==> src/sv/mrtu_pkg.sv <==
package mrtu_pkg;

   // Default limit on the response frame length in bytes.
   localparam int unsigned MAX_FRAME_BYTES_DEFAULT = 256;

   // Input item kinds.
   localparam logic [1:0] KIND_START = 2'd0;
   localparam logic [1:0] KIND_RX    = 2'd1;
   localparam logic [1:0] KIND_END   = 2'd2;

   // Result item kinds.
   localparam logic [1:0] OUT_TX     = 2'd0;
   localparam logic [1:0] OUT_DATA   = 2'd1;
   localparam logic [1:0] OUT_STATUS = 2'd2;

   // Final status codes.
   localparam logic [2:0] ST_OK        = 3'd0;
   localparam logic [2:0] ST_BAD_COUNT = 3'd1;
   localparam logic [2:0] ST_ADDRESS   = 3'd2;
   localparam logic [2:0] ST_EXCEPTION = 3'd3;
   localparam logic [2:0] ST_FUNCTION  = 3'd4;
   localparam logic [2:0] ST_CRC       = 3'd5;
   localparam logic [2:0] ST_TIMEOUT   = 3'd6;
   localparam logic [2:0] ST_TOO_LONG  = 3'd7;

   // Modbus function codes.
   localparam logic [7:0] FN_READ       = 8'h03;
   localparam logic [7:0] FN_WRITE      = 8'h06;
   localparam logic [7:0] FN_EXCEPT_BIT = 8'h80;

   localparam logic [15:0] CRC_INIT = 16'hFFFF;
   localparam logic [15:0] CRC_POLY = 16'hA001;

   // One byte of CRC-16/MODBUS, reflected, eight shift steps.
   function automatic logic [15:0] crc16_update(input logic [15:0] crc,
                                                input logic [7:0]  data);
      logic [15:0] c;
      c = crc ^ {8'h00, data};
      for (int i = 0; i < 8; i++) begin
         if (c[0]) begin
            c = (c >> 1) ^ CRC_POLY;
         end else begin
            c = c >> 1;
         end
      end
      return c;
   endfunction

endpackage

==> src/sv/modbus_rtu_master_transaction.sv <==
// A start item arms the byte sequencer, which then loads one request byte per cycle into the
// result register while the output is free (eight bytes, plus the too-long status).
// The input stays stalled until the last of those is loaded.
// A received byte or end item's result (if any) is registered at the edge it is taken and
// offered the next cycle; such items can follow back to back at one per cycle while unstalled.
// Reset (synchronous, active high) closes any transaction, empties the result register and
// sets the device address to 1.
module modbus_rtu_master_transaction #(
   parameter int unsigned MAX_FRAME_BYTES = mrtu_pkg::MAX_FRAME_BYTES_DEFAULT
) (
   input  logic        clock,
   input  logic        reset,

   input  logic        req_valid,
   output logic        req_stall,
   input  logic [1:0]  req_kind,
   input  logic        req_operation,
   input  logic [15:0] req_reg_address,
   input  logic [15:0] req_operand_word,
   input  logic [7:0]  req_rx_byte,

   output logic        rsp_valid,
   input  logic        rsp_stall,
   output logic [1:0]  rsp_out_kind,
   output logic [7:0]  rsp_out_byte,
   output logic        rsp_tx_last,
   output logic [2:0]  rsp_status,

   input  logic        csr_valid,
   output logic        csr_ready,
   input  logic [7:0]  csr_device_address
);
   import mrtu_pkg::*;

   // Width that holds any allowed frame length, and one more bit for position compares.
   localparam int unsigned LEN_WIDTH = $clog2(MAX_FRAME_BYTES + 1);
   localparam int unsigned CMP_WIDTH = LEN_WIDTH + 1;

   // Request sequencer positions: six header bytes, CRC low, CRC high, then the
   // optional too-long status.
   localparam logic [3:0] TX_IDX_FIRST  = 4'd0;
   localparam logic [3:0] TX_IDX_CRC_LO = 4'd6;
   localparam logic [3:0] TX_IDX_CRC_HI = 4'd7;
   localparam logic [3:0] TX_IDX_STATUS = 4'd8;

   localparam logic [LEN_WIDTH-1:0] WRITE_RSP_LEN = LEN_WIDTH'(8);
   localparam logic [LEN_WIDTH-1:0] READ_RSP_OVERHEAD = LEN_WIDTH'(5);

   // Configuration register. The address is latched into the request at start,
   // so a later write only affects the next transaction.
   logic [7:0] device_address_ff;

   // Transaction state.
   logic                 busy_ff,      busy_in;
   logic                 is_write_ff,  is_write_in;
   logic [7:0]           request_bytes_ff [6];
   logic [LEN_WIDTH-1:0] byte_position_ff,   byte_position_in;
   logic [LEN_WIDTH-1:0] expected_length_ff, expected_length_in;
   logic [15:0]          running_crc_ff,     running_crc_in;
   logic [7:0]           captured_header_ff [3];
   logic [7:0]           crc_low_byte_ff;
   logic                 echo_matches_ff,    echo_matches_in;

   // Request byte sequencer.
   logic        tx_active_ff,   tx_active_in;
   logic [3:0]  tx_index_ff,    tx_index_in;
   logic [15:0] tx_crc_ff,      tx_crc_in;
   logic        tx_too_long_ff, tx_too_long_in;

   // Result register.
   logic       rsp_valid_ff,    rsp_valid_in;
   logic [1:0] rsp_out_kind_ff, rsp_out_kind_in;
   logic [7:0] rsp_out_byte_ff, rsp_out_byte_in;
   logic       rsp_tx_last_ff,  rsp_tx_last_in;
   logic [2:0] rsp_status_ff,   rsp_status_in;

   logic out_free;
   logic req_accept;
   logic rsp_load;

   // Start decode.
   logic [17:0]          read_len_full;
   logic                 start_too_long;
   logic [LEN_WIDTH-1:0] start_len;

   // Received byte decode.
   logic [CMP_WIDTH-1:0] pos_plus2;
   logic [CMP_WIDTH-1:0] len_ext;
   logic                 rx_body;
   logic                 rx_crc_lo;
   logic                 rx_final;
   logic                 header_pos;
   logic                 echo_pos;
   logic [7:0]           expect_fn;
   logic [15:0]          rx_crc_word;
   logic [7:0]           expect_count;
   logic [2:0]           final_status;
   logic [7:0]           tx_byte;

   // The result register moves whenever it is empty or being taken. Input items are
   // held off while the request frame is being sent, since each start makes eight or
   // nine results and only one can leave per cycle.
   assign out_free   = !rsp_valid_ff || !rsp_stall;
   assign req_stall  = tx_active_ff || !out_free;
   assign req_accept = req_valid && !req_stall;

   assign csr_ready = 1'b1;

   assign rsp_valid    = rsp_valid_ff;
   assign rsp_out_kind = rsp_out_kind_ff;
   assign rsp_out_byte = rsp_out_byte_ff;
   assign rsp_tx_last  = rsp_tx_last_ff;
   assign rsp_status   = rsp_status_ff;

   // Response length for a read is 5 + 2 * count; anything over the frame limit
   // ends the transaction right after the request is sent.
   assign read_len_full  = {1'b0, req_operand_word, 1'b0} + 18'd5;
   assign start_too_long = !req_operation && (read_len_full > 18'(MAX_FRAME_BYTES));
   assign start_len      = req_operation ? WRITE_RSP_LEN : LEN_WIDTH'(read_len_full);

   // Classify the received byte by position: body bytes feed the CRC, the second to
   // last is the CRC low byte, and the last one closes the frame.
   assign pos_plus2  = {1'b0, byte_position_ff} + CMP_WIDTH'(2);
   assign len_ext    = {1'b0, expected_length_ff};
   assign rx_body    = pos_plus2 < len_ext;
   assign rx_crc_lo  = pos_plus2 == len_ext;
   assign rx_final   = !rx_body && !rx_crc_lo;
   assign header_pos = byte_position_ff < LEN_WIDTH'(3);
   assign echo_pos   = byte_position_ff < LEN_WIDTH'(6);

   assign expect_fn    = is_write_ff ? FN_WRITE : FN_READ;
   assign rx_crc_word  = {req_rx_byte, crc_low_byte_ff};
   assign expect_count = 8'(expected_length_ff - READ_RSP_OVERHEAD);

   // Final checks in priority order: address, exception, function, CRC, then byte
   // count for a read or the echo for a write.
   always_comb begin
      if (captured_header_ff[0] != request_bytes_ff[0]) begin
         final_status = ST_ADDRESS;
      end else if (captured_header_ff[1] == (expect_fn | FN_EXCEPT_BIT)) begin
         final_status = ST_EXCEPTION;
      end else if (captured_header_ff[1] != expect_fn) begin
         final_status = ST_FUNCTION;
      end else if (rx_crc_word != running_crc_ff) begin
         final_status = ST_CRC;
      end else if (is_write_ff) begin
         final_status = echo_matches_ff ? ST_OK : ST_BAD_COUNT;
      end else begin
         final_status = (captured_header_ff[2] == expect_count) ? ST_OK : ST_BAD_COUNT;
      end
   end

   // Byte the sequencer sends at its current position.
   always_comb begin
      if (tx_index_ff < TX_IDX_CRC_LO) begin
         tx_byte = request_bytes_ff[tx_index_ff[2:0]];
      end else if (tx_index_ff == TX_IDX_CRC_LO) begin
         tx_byte = tx_crc_ff[7:0];
      end else begin
         tx_byte = tx_crc_ff[15:8];
      end
   end

   always_comb begin
      busy_in            = busy_ff;
      is_write_in        = is_write_ff;
      byte_position_in   = byte_position_ff;
      expected_length_in = expected_length_ff;
      running_crc_in     = running_crc_ff;
      echo_matches_in    = echo_matches_ff;

      tx_active_in   = tx_active_ff;
      tx_index_in    = tx_index_ff;
      tx_crc_in      = tx_crc_ff;
      tx_too_long_in = tx_too_long_ff;

      rsp_load        = 1'b0;
      rsp_out_kind_in = rsp_out_kind_ff;
      rsp_out_byte_in = rsp_out_byte_ff;
      rsp_tx_last_in  = rsp_tx_last_ff;
      rsp_status_in   = rsp_status_ff;

      if (tx_active_ff && out_free) begin
         // Send one request byte, folding the header bytes into the CRC as they go.
         rsp_load        = 1'b1;
         rsp_out_kind_in = OUT_TX;
         rsp_out_byte_in = tx_byte;
         rsp_tx_last_in  = tx_index_ff == TX_IDX_CRC_HI;
         rsp_status_in   = ST_OK;
         if (tx_index_ff < TX_IDX_CRC_LO) begin
            tx_crc_in = crc16_update(tx_crc_ff, tx_byte);
         end
         if (tx_index_ff == TX_IDX_STATUS) begin
            rsp_out_kind_in = OUT_STATUS;
            rsp_out_byte_in = 8'h00;
            rsp_tx_last_in  = 1'b0;
            rsp_status_in   = ST_TOO_LONG;
            tx_active_in    = 1'b0;
         end else if (tx_index_ff == TX_IDX_CRC_HI && !tx_too_long_ff) begin
            tx_active_in = 1'b0;
         end
         tx_index_in = tx_index_ff + 4'd1;
      end

      if (req_accept) begin
         case (req_kind)
            KIND_START: begin
               // A start drops any open transaction without a status.
               is_write_in        = req_operation;
               byte_position_in   = '0;
               running_crc_in     = CRC_INIT;
               echo_matches_in    = 1'b1;
               busy_in            = !start_too_long;
               expected_length_in = start_too_long ? '0 : start_len;
               tx_active_in       = 1'b1;
               tx_index_in        = TX_IDX_FIRST;
               tx_crc_in          = CRC_INIT;
               tx_too_long_in     = start_too_long;
            end
            KIND_RX: begin
               if (busy_ff) begin
                  if (is_write_ff && echo_pos &&
                      req_rx_byte != request_bytes_ff[byte_position_ff[2:0]]) begin
                     echo_matches_in = 1'b0;
                  end
                  if (rx_body) begin
                     running_crc_in = crc16_update(running_crc_ff, req_rx_byte);
                     if (!is_write_ff && !header_pos) begin
                        rsp_load        = 1'b1;
                        rsp_out_kind_in = OUT_DATA;
                        rsp_out_byte_in = req_rx_byte;
                        rsp_tx_last_in  = 1'b0;
                        rsp_status_in   = ST_OK;
                     end
                  end else if (rx_final) begin
                     rsp_load        = 1'b1;
                     rsp_out_kind_in = OUT_STATUS;
                     rsp_out_byte_in = 8'h00;
                     rsp_tx_last_in  = 1'b0;
                     rsp_status_in   = final_status;
                     busy_in         = 1'b0;
                  end
                  byte_position_in = byte_position_ff + LEN_WIDTH'(1);
               end
            end
            KIND_END: begin
               if (busy_ff) begin
                  rsp_load        = 1'b1;
                  rsp_out_kind_in = OUT_STATUS;
                  rsp_out_byte_in = 8'h00;
                  rsp_tx_last_in  = 1'b0;
                  rsp_status_in   = ST_TIMEOUT;
                  busy_in         = 1'b0;
               end
            end
            default: begin
               // The unused kind is taken and dropped.
            end
         endcase
      end

      if (rsp_load) begin
         rsp_valid_in = 1'b1;
      end else if (out_free) begin
         rsp_valid_in = 1'b0;
      end else begin
         rsp_valid_in = rsp_valid_ff;
      end
   end

   // Control state.
   always_ff @(posedge clock) begin
      if (reset) begin
         device_address_ff  <= 8'h01;
         busy_ff            <= 1'b0;
         is_write_ff        <= 1'b0;
         byte_position_ff   <= '0;
         expected_length_ff <= '0;
         running_crc_ff     <= CRC_INIT;
         echo_matches_ff    <= 1'b1;
         tx_active_ff       <= 1'b0;
         tx_index_ff        <= TX_IDX_FIRST;
         tx_crc_ff          <= CRC_INIT;
         tx_too_long_ff     <= 1'b0;
         rsp_valid_ff       <= 1'b0;
      end else begin
         if (csr_valid && csr_ready) begin
            device_address_ff <= csr_device_address;
         end
         busy_ff            <= busy_in;
         is_write_ff        <= is_write_in;
         byte_position_ff   <= byte_position_in;
         expected_length_ff <= expected_length_in;
         running_crc_ff     <= running_crc_in;
         echo_matches_ff    <= echo_matches_in;
         tx_active_ff       <= tx_active_in;
         tx_index_ff        <= tx_index_in;
         tx_crc_ff          <= tx_crc_in;
         tx_too_long_ff     <= tx_too_long_in;
         rsp_valid_ff       <= rsp_valid_in;
      end
   end

   // Payload registers: the request copy, captured header and result fields.
   always_ff @(posedge clock) begin
      if (req_accept && req_kind == KIND_START) begin
         request_bytes_ff[0] <= device_address_ff;
         request_bytes_ff[1] <= req_operation ? FN_WRITE : FN_READ;
         request_bytes_ff[2] <= req_reg_address[15:8];
         request_bytes_ff[3] <= req_reg_address[7:0];
         request_bytes_ff[4] <= req_operand_word[15:8];
         request_bytes_ff[5] <= req_operand_word[7:0];
      end
      if (req_accept && req_kind == KIND_RX && busy_ff) begin
         if (header_pos) begin
            captured_header_ff[byte_position_ff[1:0]] <= req_rx_byte;
         end
         if (rx_crc_lo) begin
            crc_low_byte_ff <= req_rx_byte;
         end
      end
      rsp_out_kind_ff <= rsp_out_kind_in;
      rsp_out_byte_ff <= rsp_out_byte_in;
      rsp_tx_last_ff  <= rsp_tx_last_in;
      rsp_status_ff   <= rsp_status_in;
   end

   // While a response is open the position never reaches the expected length.
   assert property (@(posedge clock) disable iff (reset)
      busy_ff |-> (byte_position_ff < expected_length_ff))
      else $error("byte position ran past the expected response length");

   // Read data results only come from a read transaction.
   assert property (@(posedge clock) disable iff (reset)
      (rsp_valid_ff && rsp_out_kind_ff == OUT_DATA) |-> !is_write_ff)
      else $error("data byte emitted for a write transaction");

   // The last-byte mark only rides on a transmit result.
   assert property (@(posedge clock) disable iff (reset)
      (rsp_valid_ff && rsp_tx_last_ff) |-> (rsp_out_kind_ff == OUT_TX && !tx_active_ff) ||
                                          (rsp_out_kind_ff == OUT_TX && tx_too_long_ff))
      else $error("frame end mark on a wrong result");

   // A start always sends its first request byte on the next cycle the output is free.
   assert property (@(posedge clock) disable iff (reset)
      (req_accept && req_kind == KIND_START) |=> (tx_active_ff && tx_index_ff == TX_IDX_FIRST))
      else $error("start did not arm the request sequencer");

endmodule
==> config.mk <==
export PLATFORM = sky130hd
export DESIGN_NAME = modbus_rtu_master_transaction
export DESIGN_NICKNAME = d
export VERILOG_FILES = /design/src/sv/mrtu_pkg.sv /design/src/sv/modbus_rtu_master_transaction.sv
export SDC_FILE = /design/constraint.sdc
export NUM_CORES = 1
export LEC_CHECK = 0
export ABC_CLOCK_PERIOD_IN_PS = 3650
export BUFFER_PORTS_ARGS = -buffer_cell sky130_fd_sc_hd__buf_2
export CAP_MARGIN = 20
export CORE_ASPECT_RATIO = 1.2
export CORE_UTILIZATION = 60
export DETAILED_ROUTE_END_ITERATION = 16
export PLACE_DENSITY = 0.8
export SLEW_MARGIN = 40
export SYNTH_ARGS = -nofsm -noshare
export SYNTH_HDL_FRONTEND = slang
export SYNTH_SLANG_ARGS = --single-unit
==> constraint.sdc <==
create_clock -name clock -period 3.65 [get_ports clock]
set_input_delay 0 -clock clock [delete_from_list [all_inputs] [get_ports clock]]
set_output_delay 0 -clock clock [all_outputs]
set_load 0.01 [all_outputs]
==> results of run 1 <==
==> stage by stage <==
stage                     instances  area, um^2  hold WS, ns  power [mW]  worst slack [ns]
after global placement         1024        8845       0.1789       2.503            0.6444
after CTS                      1105        9930     0.005582       4.330            0.5009
after floorplan                 812        8373      0.09432       2.345            0.9288
after global routing           1105        9932    0.0005504       4.466            0.1822
after detailed placement       1024        8845       0.1781       2.518            0.5052
final                          1105        9932     0.008641       4.332            0.4895
==> final cells by class <==
type                    count  area [um^2]
multi-input cells         589         4182
inverters                  27        101.3
fillers                   938         3478
clock buffers              18        439.2
flip-flops and latches    159         3924
clock inverters            14        155.1
well taps                 168        210.2
repair buffers            130        920.9
==> power by group <==
| part | switching, mW | leakage [nW] | total, mW | internal [mW] |
|---|---|---|---|---|
| Sequential | 0.0546 | 1.36 | 1.99 | 1.93 |
| Clock | 0.763 | 0.288 | 1.80 | 1.04 |
| Combinational | 0.298 | 2.17 | 0.549 | 0.250 |
| Total | 1.12 | 3.82 | 4.33 | 3.22 |
==> synthesized netlist by cell type (3+ instances only) <==
| master | n |
|---|---|
| o21ai_0 | 23 |
| nand2b_1 | 26 |
| dfxtp_1 | 85 |
| buf_4 | 4 |
| xnor2_1 | 56 |
| edfxtp_1 | 74 |
| o2bb2ai_1 | 8 |
| mux4_2 | 5 |
| and3b_1 | 3 |
| and3_1 | 8 |
| o22ai_1 | 9 |
| buf_2 | 6 |
| mux2i_1 | 45 |
| a31oi_1 | 9 |
| xor2_1 | 43 |
| mux2_2 | 6 |
| a22oi_1 | 6 |
| nand3b_1 | 4 |
| a32oi_1 | 6 |
| inv_1 | 27 |
| nor4_1 | 8 |
| a211oi_1 | 10 |
| a221oi_1 | 4 |
| nor3_1 | 4 |
| a21oi_1 | 34 |
| nor2_1 | 62 |
| a21o_1 | 8 |
| clkbuf_1 | 25 |
| nand4_1 | 11 |
| o21ai_1 | 3 |
| nand3_1 | 25 |
| nand2_1 | 72 |
| or3_1 | 4 |
| o211ai_1 | 13 |
| and2_1 | 7 |
| o21a_1 | 3 |
| ha_1 | 24 |
| nor2b_1 | 4 |
==> routing by layer <==
metal / part of all wire (%) / vias up / global-route usage (%)
met5: 0 / - / 0
met4: 5.0 / 0 / 17.85
met3: 6.3 / 87 / 6.399
met2: 50 / 322 / 54.83
met1: 39 / 3262 / 38.80
li1: - / 3142 / -
==> cell usage in the layout, fill, tap and decap left out, types with 34 or more instances in the layout <==
| cell type | instances |
|---|---|
| a21oi_1 | 34 |
| buf_2 | 71 |
| dfxtp_1 | 85 |
| dlygate4sd3_1 | 49 |
| edfxtp_1 | 74 |
| mux2i_1 | 45 |
| nand2_1 | 72 |
| nor2_1 | 61 |
| xnor2_1 | 56 |
| xor2_1 | 43 |
==> worst max path at each step <==
stage	to	slack, ns	cells past startpoint
global route	rsp_valid	0.18	12
global placement	rsp_out_kind[0]	0.64	11
finish	tx_crc_ff[15]	0.49	10
floorplan	tx_crc_ff[15]	0.93	11
detailed placement	tx_crc_ff[15]	0.51	10
CTS	tx_crc_ff[15]	0.50	10
==> sequential cells by signal (all words and copies together), names as in the netlist, named ones only <==
signal	flops
request_bytes_ff	42
captured_header_ff	24
running_crc_ff	16
tx_crc_ff	16
byte_position_ff	9
expected_length_ff	9
crc_low_byte_ff	8
device_address_ff	8
rsp_out_byte	8
tx_index_ff	4
rsp_status	3
rsp_out_kind	2
busy_ff	1
echo_matches_ff	1
is_write_ff	1
rsp_tx_last	1
rsp_valid	1
tx_active_ff	1
tx_too_long_ff	1
==> timing repair <==
action,4_1_cts,5_1_grt
endpoints found under the setup margin,0,0
endpoints found under the hold margin,85,0
hold buffers,49,0
==> cell families after synthesis <==
| kind of cell | count (synthesis) |
|---|---|
| buffers and inverters | 64 |
| and+or+nand+nor | 250 |
| adders and majority gates | 24 |
| DFF | 159 |
| xor gates and xnor gates | 102 |
| AOI/OAI and AO/OA | 155 |
| other | 1 |
| muxes | 57 |
==> out/metrics.cfg, run 1 <==
[critical_path]
critPathTopFamily=XOR/XNOR gates
crit_start=tx_index_ff[1]
max_stage_delay_ns=0.54
path_cells=ha_1 -> and3b_1 -> nor2_1 -> a221oi_1 -> a31oi_1 -> xnor2_1 -> xnor3_2 -> xor2_1 -> nor2_1 -> o21ai_1
r2r_end=tx_crc_ff[15]
rr_worst_depth=10
path_buf_inv=0
critPathKind=flop to flop
crit_fanout=11
arrival_ns=3.45
worstReg2RegStart=tx_index_ff[1]
crit_top_cell=nor2_1
cp-end-kind=flop
r2r_slack_ns=0.49
startpoint_type=flop
required_ns=3.94
cp_slowest_cell=dfxtp_1

[cts]
cts-buffers-inserted=17
cts_max_level=4
cts_sinks=159
clk_latency_ns=0.44
cts_tree=built
clk_pin_slew_ns=0.07
post_cts_buffers=0
ctsResizeCount=0
clockBufferDepth=2
clockRootBuffer=clkbuf_16

[power_and_ir_drop]
ir_drop_uv=383.2
power_density_nw_per_um2=436.2
power_leakage_nw=3.823

[grt]
grt_pass1_wl_um=35400
grt_overflow=0
grt_use_total_pct=32.78
grt_max_degree=46
antenna_found_initial=0
grt_pass1_vias=6765

[yosys]
synth_flop_cell=dfxtp_1
synth-simple-area-share_pct=14.69
syn_nets=892
synth_xor_area_share_pct=11.16
yosys.area.top_type=edfxtp_1
syn_inst=812
synth_mux_area_share_pct=7.711
synth_warnings=0
synth_edf_count=74
ys_types=69
async_reset_ff_share_pct=0
ys_ff_latch=159
synth_area_leaders=edfxtp_1 27%, dfxtp_1 20%, xnor2_1 5.9%, mux2i_1 5.4%, xor2_1 4.5%
synth_compound_area_share_pct=12.72
ys_seq_area_share_pct=46.86
synth.top_cell.area_share_pct=26.54
syn_area_um2=8373
synth_area_per_cell_um2=10.31
synth_top_family_by_area=simple AND/OR/NAND/NOR gates
synthAdderAreaFrac_pct=3.586

[routing]
drt_first_iter_violations=550
routedWlPerCell_um=20.39
avgViaCountPerCell=6.166
ant_nets=0
drt_wl_total_um=22530
drc=0
dr.pass1.iters=5
vias=6813

[sta]
worst_pin_slew_ns=0.7693
finalHoldViolations=0
fin_crit_sh_pct=86.59
setup_viol=0
rsz0062_at_grt=false
setup_tns_ns=0
clock_skew_ns=0.01019
slew_headroom_pct=48.59
report.final.slew_viol_count=0
post-route-min-period_ns=3.160
fmax_mhz=316.4

[final_layout]
fin_nets=1004
area_growth_pct=18.62
antennaDiodeCount=0
drive_gt1_share_pct=14.94
finalCoreUtilization_pct=74.06

[min_path]
min_from=req_rx_byte[4]
hold_path_class=input pin to flop
min_path_cells=2
whs_endpoint=rsp_out_byte[4]

[place]
io_buffer_count=71
place.gp.congestion=0.9262
hpwl_um=15840

[floorplan]
core-area_um2=13410
die_area_um2=14430
start_util_pct=62.44
chipWidth_um=109.8
floorplan.rows=46
ios=73
die_h_um=131.4

[run]
maxCapViolCount=0

[status]
status=complete, no violations

Power figures use the tool's default switching activity.
==> run 2: changes to the inputs <==
--- a/config.mk
+++ b/config.mk
@@ -5,13 +5,13 @@
 export SDC_FILE = /design/constraint.sdc
 export NUM_CORES = 1
 export LEC_CHECK = 0
-export ABC_CLOCK_PERIOD_IN_PS = 3650
+export ABC_CLOCK_PERIOD_IN_PS = 3700
 export BUFFER_PORTS_ARGS = -buffer_cell sky130_fd_sc_hd__buf_2
 export CAP_MARGIN = 20
 export CORE_ASPECT_RATIO = 1.2
-export CORE_UTILIZATION = 60
+export CORE_UTILIZATION = 65
 export DETAILED_ROUTE_END_ITERATION = 16
-export PLACE_DENSITY = 0.8
+export PLACE_DENSITY = 0.86
 export SLEW_MARGIN = 40
 export SYNTH_ARGS = -nofsm -noshare
 export SYNTH_HDL_FRONTEND = slang
==> constraint.sdc (replaced) <==
create_clock -name clock -period 3.7 [get_ports clock]
set_input_delay 0 -clock clock [delete_from_list [all_inputs] [get_ports clock]]
set_output_delay 0 -clock clock [all_outputs]
set_load 0.01 [all_outputs]
==> run 2 against run 1 <==
Against the previous run:
- clock skew is 0.00096 ns lower
- clock power is 3% lower
- sequential power hardly changed
- critical path depth is 2 higher
- hold slack better by 0.047 ns
- global-route usage is 4.7 points higher
- combinational power is 1% higher
- register-to-register slack hardly changed
- final area is 0.68% higher
- critical path type unchanged
- critical endpoint is now rsp_out_byte[5]
==> out/metrics.cfg, run 2 (synthesis results as in run 1) <==
[grt]
grt_use_total_pct=37.48  ; was 32.78%
antenna_found_initial=0  ; unchanged
grt_overflow=0  ; unchanged
grt_max_degree=46  ; unchanged
grt_pass1_vias=7107  ; was 6765
grt_pass1_wl_um=37350  ; was 35400 um

[cts]
cts_sinks=159  ; unchanged
post_cts_buffers=0  ; unchanged
ctsResizeCount=0  ; unchanged
cts-buffers-inserted=17  ; unchanged
clk_pin_slew_ns=0.07  ; about the same
cts_tree=built  ; unchanged
cts_max_level=4  ; unchanged
cts_hold_buf=56  ; was 49
clk_latency_ns=0.44  ; about the same
clockRootBuffer=clkbuf_16  ; unchanged
clockBufferDepth=2  ; unchanged

[run]
maxCapViolCount=0  ; unchanged

[floorplan]
die_area_um2=13340  ; was 14430 um^2
core-area_um2=12610  ; was 13410 um^2
ios=73  ; unchanged
chipWidth_um=105.6  ; was 109.8 um
die_h_um=126.3  ; was 131.4 um
floorplan.rows=45  ; was 46
start_util_pct=66.39  ; was 62.44%

[final_layout]
final_cell_mix=84 x dfxtp_1, 74 x edfxtp_1, 72 x nand2_1  ; was 85 x dfxtp_1, 74 x edfxtp_1, 72 x nand2_1
regMostFlops=request_bytes_ff  ; unchanged
layout_commonest_cell=dfxtp_1  ; unchanged
register_area_um2=3925  ; was 3924 um^2
multi_input_area_um2=4182  ; unchanged
largest_reg_flops=42  ; unchanged
area_growth_pct=19.43  ; was 18.62%
fill_cells=808  ; was 938
finalCoreUtilization_pct=79.29  ; was 74.06%
drive_gt1_share_pct=14.80  ; was 14.94%
antennaDiodeCount=0  ; unchanged
fin_nets=1013  ; was 1004

[routing]
drt_wl_total_um=23650  ; was 22530 um
avgViaCountPerCell=6.232  ; was 6.166
vias=6918  ; was 6813
ant_nets=0  ; unchanged
drc=0  ; unchanged
routedWlPerCell_um=21.30  ; was 20.39 um
dr.pass1.iters=6  ; was 5
drt_first_iter_violations=607  ; was 550

[sta]
worst_pin_slew_ns=0.8101  ; was 0.7693 ns
setup_tns_ns=0  ; unchanged
clock_skew_ns=0.009232  ; was 0.01019 ns
slew_headroom_pct=45.99  ; was 48.59%
report.final.slew_viol_count=0  ; unchanged
post-route-min-period_ns=3.219  ; was 3.160 ns
rsz0062_at_grt=false  ; unchanged
fin_crit_sh_pct=87.01  ; was 86.59%
finalHoldViolations=0  ; unchanged
fmax_mhz=310.6  ; was 316.4 MHz
setup_viol=0  ; unchanged

[min_path]
hold_path_class=input pin to flop  ; unchanged

[critical_path]
critPathKind=flop to flop  ; unchanged
crit_fanout=9  ; was 11
startpoint_type=flop  ; unchanged
r2r_slack_ns=0.48  ; was 0.49 ns
cp-end-kind=flop  ; unchanged
arrival_ns=3.58  ; was 3.45 ns
required_ns=4.06  ; was 3.94 ns

[power_and_ir_drop]
ir_drop_uv=376.0  ; was 383.2 uV
power_density_nw_per_um2=426.0  ; was 436.2 nW/um^2
power_leakage_nw=3.854  ; was 3.823 nW

[status]
status=complete, no violations  ; unchanged

[place]
io_buffer_count=71  ; unchanged
hpwl_um=15940  ; was 15840 um
place.gp.congestion=0.9856  ; was 0.9262

[run 2: changes by cell type in the layout (fill, tap and decap cells not counted)]
cell / delta
clkinv_4: +2
inv_6: -4
dlygate4sd3_1: +7
clkinv_1: +3
buf_4: +2
dfxtp_1: -1
clkinvlp_4: -1
dfxtp_2: +1
[run 2: power by group]
part	switching, mW	leakage, nW	internal, mW
Clock	0.731	0.283	1.01
Combinational	0.303	2.21	0.254
Sequential	0.0594	1.36	1.91
[run 2: area by class of cell]
class | instances | area share [%]
Inverter | 27 | 1.014
Clock inverter | 14 | 1.414
Multi-Input combinational cell | 589 | 41.82
Tap cell | 164 | 2.052
Clock buffer | 18 | 4.392
Timing Repair Buffer | 139 | 10.06
Sequential cell | 159 | 39.25
[run 2: routing by layer]
layer | GRT usage, % | share of wire [%] | vias up
li1 | - | - | 3162
met1 | 43.15 | 37 | 3308
met2 | 64.74 | 50 | 358
met3 | 6.321 | 7.4 | 90
met4 | 24.02 | 5.9 | 0
met5 | 0 | 0 | -
[run 2: stage by stage]
stage	setup slack, ns	area (um^2)	cells	hold slack (ns)	power [mW]
5_1_grt	0.2527	10000	1110	0.08430	4.390
3_3_place_gp	0.6739	8855	1022	0.1780	2.478
6_report	0.4807	10000	1110	0.05515	4.259
2_1_floorplan	0.9788	8373	812	0.09432	2.313
3_5_place_dp	0.6533	8855	1022	0.1781	2.489
4_1_cts	0.5925	9996	1110	0.01004	4.239
[run 2: final timing paths]
check,from,end,depth (start not counted)
max,byte_position_ff[1],rsp_out_byte[5],12
min,csr_valid,device_address_ff[1],3
max reg2reg,byte_position_ff[1],rsp_out_byte[5],12
min reg2reg,device_address_ff[0],request_bytes_ff[0][0],0
[run 2: worst max-delay path: stages (launching register included)]
cell and delay, ns:
dfxtp_1 0.44, ha_1 0.32, nand3_1 0.16, xnor2_1 0.17
ha_1 0.31, nand2_1 0.09, a21o_1 0.08, a21boi_0 0.07
o21a_1 0.20, o21ai_0 0.36, and3_1 0.29, and4_1 0.47
o2bb2ai_1 0.18
==> run 3: changes to the inputs <==
--- a/config.mk
+++ b/config.mk
@@ -5,13 +5,14 @@
 export SDC_FILE = /design/constraint.sdc
 export NUM_CORES = 1
 export LEC_CHECK = 0
-export ABC_CLOCK_PERIOD_IN_PS = 3700
+export ABC_CLOCK_PERIOD_IN_PS = 2600
 export BUFFER_PORTS_ARGS = -buffer_cell sky130_fd_sc_hd__buf_2
 export CAP_MARGIN = 20
 export CORE_ASPECT_RATIO = 1.2
-export CORE_UTILIZATION = 65
+export CORE_UTILIZATION = 54
 export DETAILED_ROUTE_END_ITERATION = 16
-export PLACE_DENSITY = 0.86
+export PLACE_DENSITY = 0.76
+export SKIP_CTS_REPAIR_TIMING = 1
 export SLEW_MARGIN = 40
 export SYNTH_ARGS = -nofsm -noshare
 export SYNTH_HDL_FRONTEND = slang
==> constraint.sdc (replaced) <==
create_clock -name clock -period 2.6 [get_ports clock]
set_input_delay 0.52 -clock clock [delete_from_list [all_inputs] [get_ports clock]]
set_output_delay 0.52 -clock clock [all_outputs]
set_load 0.01 [all_outputs]
==> run 3 against run 2 <==
Against the previous run:
- the run now ends with negative setup slack left
- flip-flop and latch count unchanged
- via count down 1.6%
- fmax up 19%
- cell count up 7.3%
- combinational power up 60%
- largest cell class unchanged
- highest routed layer unchanged
==> out/metrics.cfg, run 3 (synthesis results as in run 1) <==
[grt]
antenna_found_initial=1  ; was 0
grt_pass1_wl_um=35070  ; was 37350 um
grt_use_total_pct=30.01  ; was 37.48%
grt_pass1_vias=6663  ; was 7107
grt_overflow=0  ; unchanged
grt_max_degree=34  ; was 46

[cts]
cts-buffers-inserted=17  ; unchanged
clk_latency_ns=0.43  ; was 0.44 ns
clk_pin_slew_ns=0.06  ; was 0.07 ns
cts_max_level=4  ; unchanged
cts_tree=built  ; unchanged
cts_sinks=159  ; unchanged
clockRootBuffer=clkbuf_16  ; unchanged
clockBufferDepth=2  ; unchanged

[routing]
vias=6809  ; was 6918
routedWlPerCell_um=20.07  ; was 21.30 um
ant_nets=0  ; unchanged
dr.pass1.iters=5  ; was 6
drc=0  ; unchanged
drt_wl_total_um=23900  ; was 23650 um
avgViaCountPerCell=5.717  ; was 6.232
drt_first_iter_violations=540  ; was 607

[final_layout]
layout_commonest_cell=buf_4  ; was dfxtp_1
largest_reg_flops=42  ; unchanged
drive_gt1_share_pct=28.70  ; was 14.80%
final_cell_mix=97 x buf_4, 79 x dfxtp_1, 74 x edfxtp_1  ; was 84 x dfxtp_1, 74 x edfxtp_1, 72 x nand2_1
fin_cells=1191  ; was 1110
area_growth_pct=27.68  ; was 19.43%
regMostFlops=request_bytes_ff  ; unchanged
fin_nets=1053  ; was 1013

[power_and_ir_drop]
cellInternalPower_mw=4.635  ; was 3.166 mW
seqPwrFrac_pct=45.0  ; was 46.1%
power_leakage_nw=4.203  ; was 3.854 nW
power_density_nw_per_um2=580.1  ; was 426.0 nW/um^2
combinationalPowerShare_pct=14.4  ; was 13.1%
p_total_mw=6.201  ; was 4.259 mW
net-switching-power_mw=1.566  ; was 1.094 mW
p_sw_share_pct=25.26  ; was 25.68%
ir_drop_uv=424.7  ; was 376.0 uV
pwr-share-clk_pct=40.6  ; was 40.8%

[sta]
report.final.slew_viol_count=0  ; unchanged
finalHoldViolations=0  ; unchanged
slew_headroom_pct=57.01  ; was 45.99%
fin_crit_sh_pct=103.7  ; was 87.01%
rsz0062_at_grt=true  ; was false
fmax_mhz=370.7  ; was 310.6 MHz
worst_pin_slew_ns=0.6425  ; was 0.8101 ns
setup_viol=8  ; was 0
clock_skew_ns=0.01143  ; was 0.009232 ns
layout_setup_ws_ns=-0.09741  ; was 0.4807 ns
post-route-min-period_ns=2.697  ; was 3.219 ns

[floorplan]
die_area_um2=16010  ; was 13340 um^2
core-area_um2=15080  ; was 12610 um^2
die_h_um=138.4  ; was 126.3 um
ios=73  ; unchanged
start_util_pct=55.52  ; was 66.39%
chipWidth_um=115.7  ; was 105.6 um
floorplan.rows=49  ; was 45

[critical_path]
max_stage_delay_ns=0.52  ; was 0.47 ns
cp-end-kind=flop  ; unchanged
crit_fanout=6  ; was 9
required_ns=2.90  ; was 4.06 ns
arrival_ns=3.00  ; was 3.58 ns
path_cells=buf_6 -> ha_4 -> and3b_2 -> buf_6 -> or3_4 -> a31oi_4 -> xnor2_2 -> xnor3_2 -> xnor2_2 -> nor2_1 -> o21ai_1  ; was ha_1 -> nand3_1 -> xnor2_1 -> ha_1 -> nand2_1 -> a21o_1 -> a21boi_0 -> o21a_1 -> o21ai_0 -> and3_1 -> and4_1 -> o2bb2ai_1
crit_start=tx_index_ff[1]  ; was byte_position_ff[1]
r2r_slack_ns=-0.1  ; was 0.48 ns
cp_slowest_cell=xnor3_2  ; was and4_1
critPathKind=flop to flop  ; unchanged
startpoint_type=flop  ; unchanged
worstReg2RegStart=tx_index_ff[1]  ; was byte_position_ff[1]

[min_path]
min_from=req_reg_address[1]  ; was csr_valid
hold_path_class=input pin to flop  ; unchanged

[place]
hpwl_um=17190  ; was 15940 um
pre_cts_ws_ns=-0.1552  ; was 0.6533 ns
place.gp.congestion=0.9095  ; was 0.9856
io_buffer_count=71  ; unchanged
dp.cells=1146  ; was 1022

[run]
maxCapViolCount=0  ; unchanged

[status]
status=complete, but fails checks  ; was complete, no violations
violations=negative setup slack

-- run 3: changes by cell type in the layout (fill, tap and decap cells not counted), moves of 4 or more --
cell / before / now
a31oi_4: 0 / 4
buf_12: 0 / 4
buf_4: 12 / 97
buf_6: 0 / 5
clkinv_4: 5 / 0
dfxtp_1: 84 / 79
dlygate4sd3_1: 56 / 0
o21ai_0: 23 / 19
o2bb2ai_1: 8 / 0
o2bb2ai_2: 0 / 7
xnor2_1: 56 / 52
xnor2_2: 1 / 5
-- run 3: area by class of cell --
class | instances | area [um^2]
Fill cell | 1089 | 4392
Multi-Input combinational cell | 589 | 4548
Sequential cell | 159 | 3939
Timing Repair Buffer | 179 | 1260
Clock inverter | 12 | 143.9
Inverter | 27 | 105.1
Tap cell | 204 | 255.2
Antenna cell | 1 | 2.502
Clock buffer | 20 | 436.7
-- run 3: metal layers --
layer / GRT usage (%) / share of wire, % / vias up
met5: 0 / 0 / -
met4: 20.72 / 6.3 / 0
met3: 7.628 / 4.9 / 80
met2: 51.12 / 52 / 231
met1: 32.10 / 37 / 3248
li1: - / - / 3250
-- run 3: final timing paths --
| check | end | cells past startpoint |
|---|---|---|
| min | request_bytes_ff[3][1] | 1 |
| max | tx_crc_ff[14] | 11 |
| max reg2reg | tx_crc_ff[14] | 11 |
| min reg2reg | request_bytes_ff[0][3] | 0 |
-- run 3: power by group through the flow --
stage                     registers [mW]  clock network (mW)  logic [mW]
after CTS                           2.79                2.54       0.808
after global routing                2.79                2.64       0.953
after global placement              2.84                   0       0.792
after floorplan                     2.83                   0       0.473
final                               2.79                2.52       0.893
after detailed placement            2.84                   0       0.802
-- run 3: worst max-delay path, delay by kind of cell, from the launching register on --
family / cells / cell delay [ns]
XOR/XNOR: 3 / 0.84
flip-flops: 1 / 0.37
AND/OR/NAND/NOR: 3 / 0.66
buffers and inverters: 2 / 0.25
AO/OA/AOI/OAI: 2 / 0.27
adder cells (fa/ha/maj): 1 / 0.16
-- run 3: metrics by stage --
| step | TNS, ns | cell area [um^2] | hold WS (ns) | util, % |
|---|---|---|---|---|
| final | -0.2801 | 10690 | 0.2661 | 70.88 |
| after CTS | -2.654 | 10230 | 0.2480 | 67.84 |
| after global placement | -1.524 | 9651 | 0.4102 | 63.99 |
| after global routing | -1.780 | 10690 | 0.2457 | 70.86 |
| after floorplan | -0.05470 | 8443 | 0.4005 | - |
| after detailed placement | -2.609 | 9651 | 0.4161 | 63.99 |
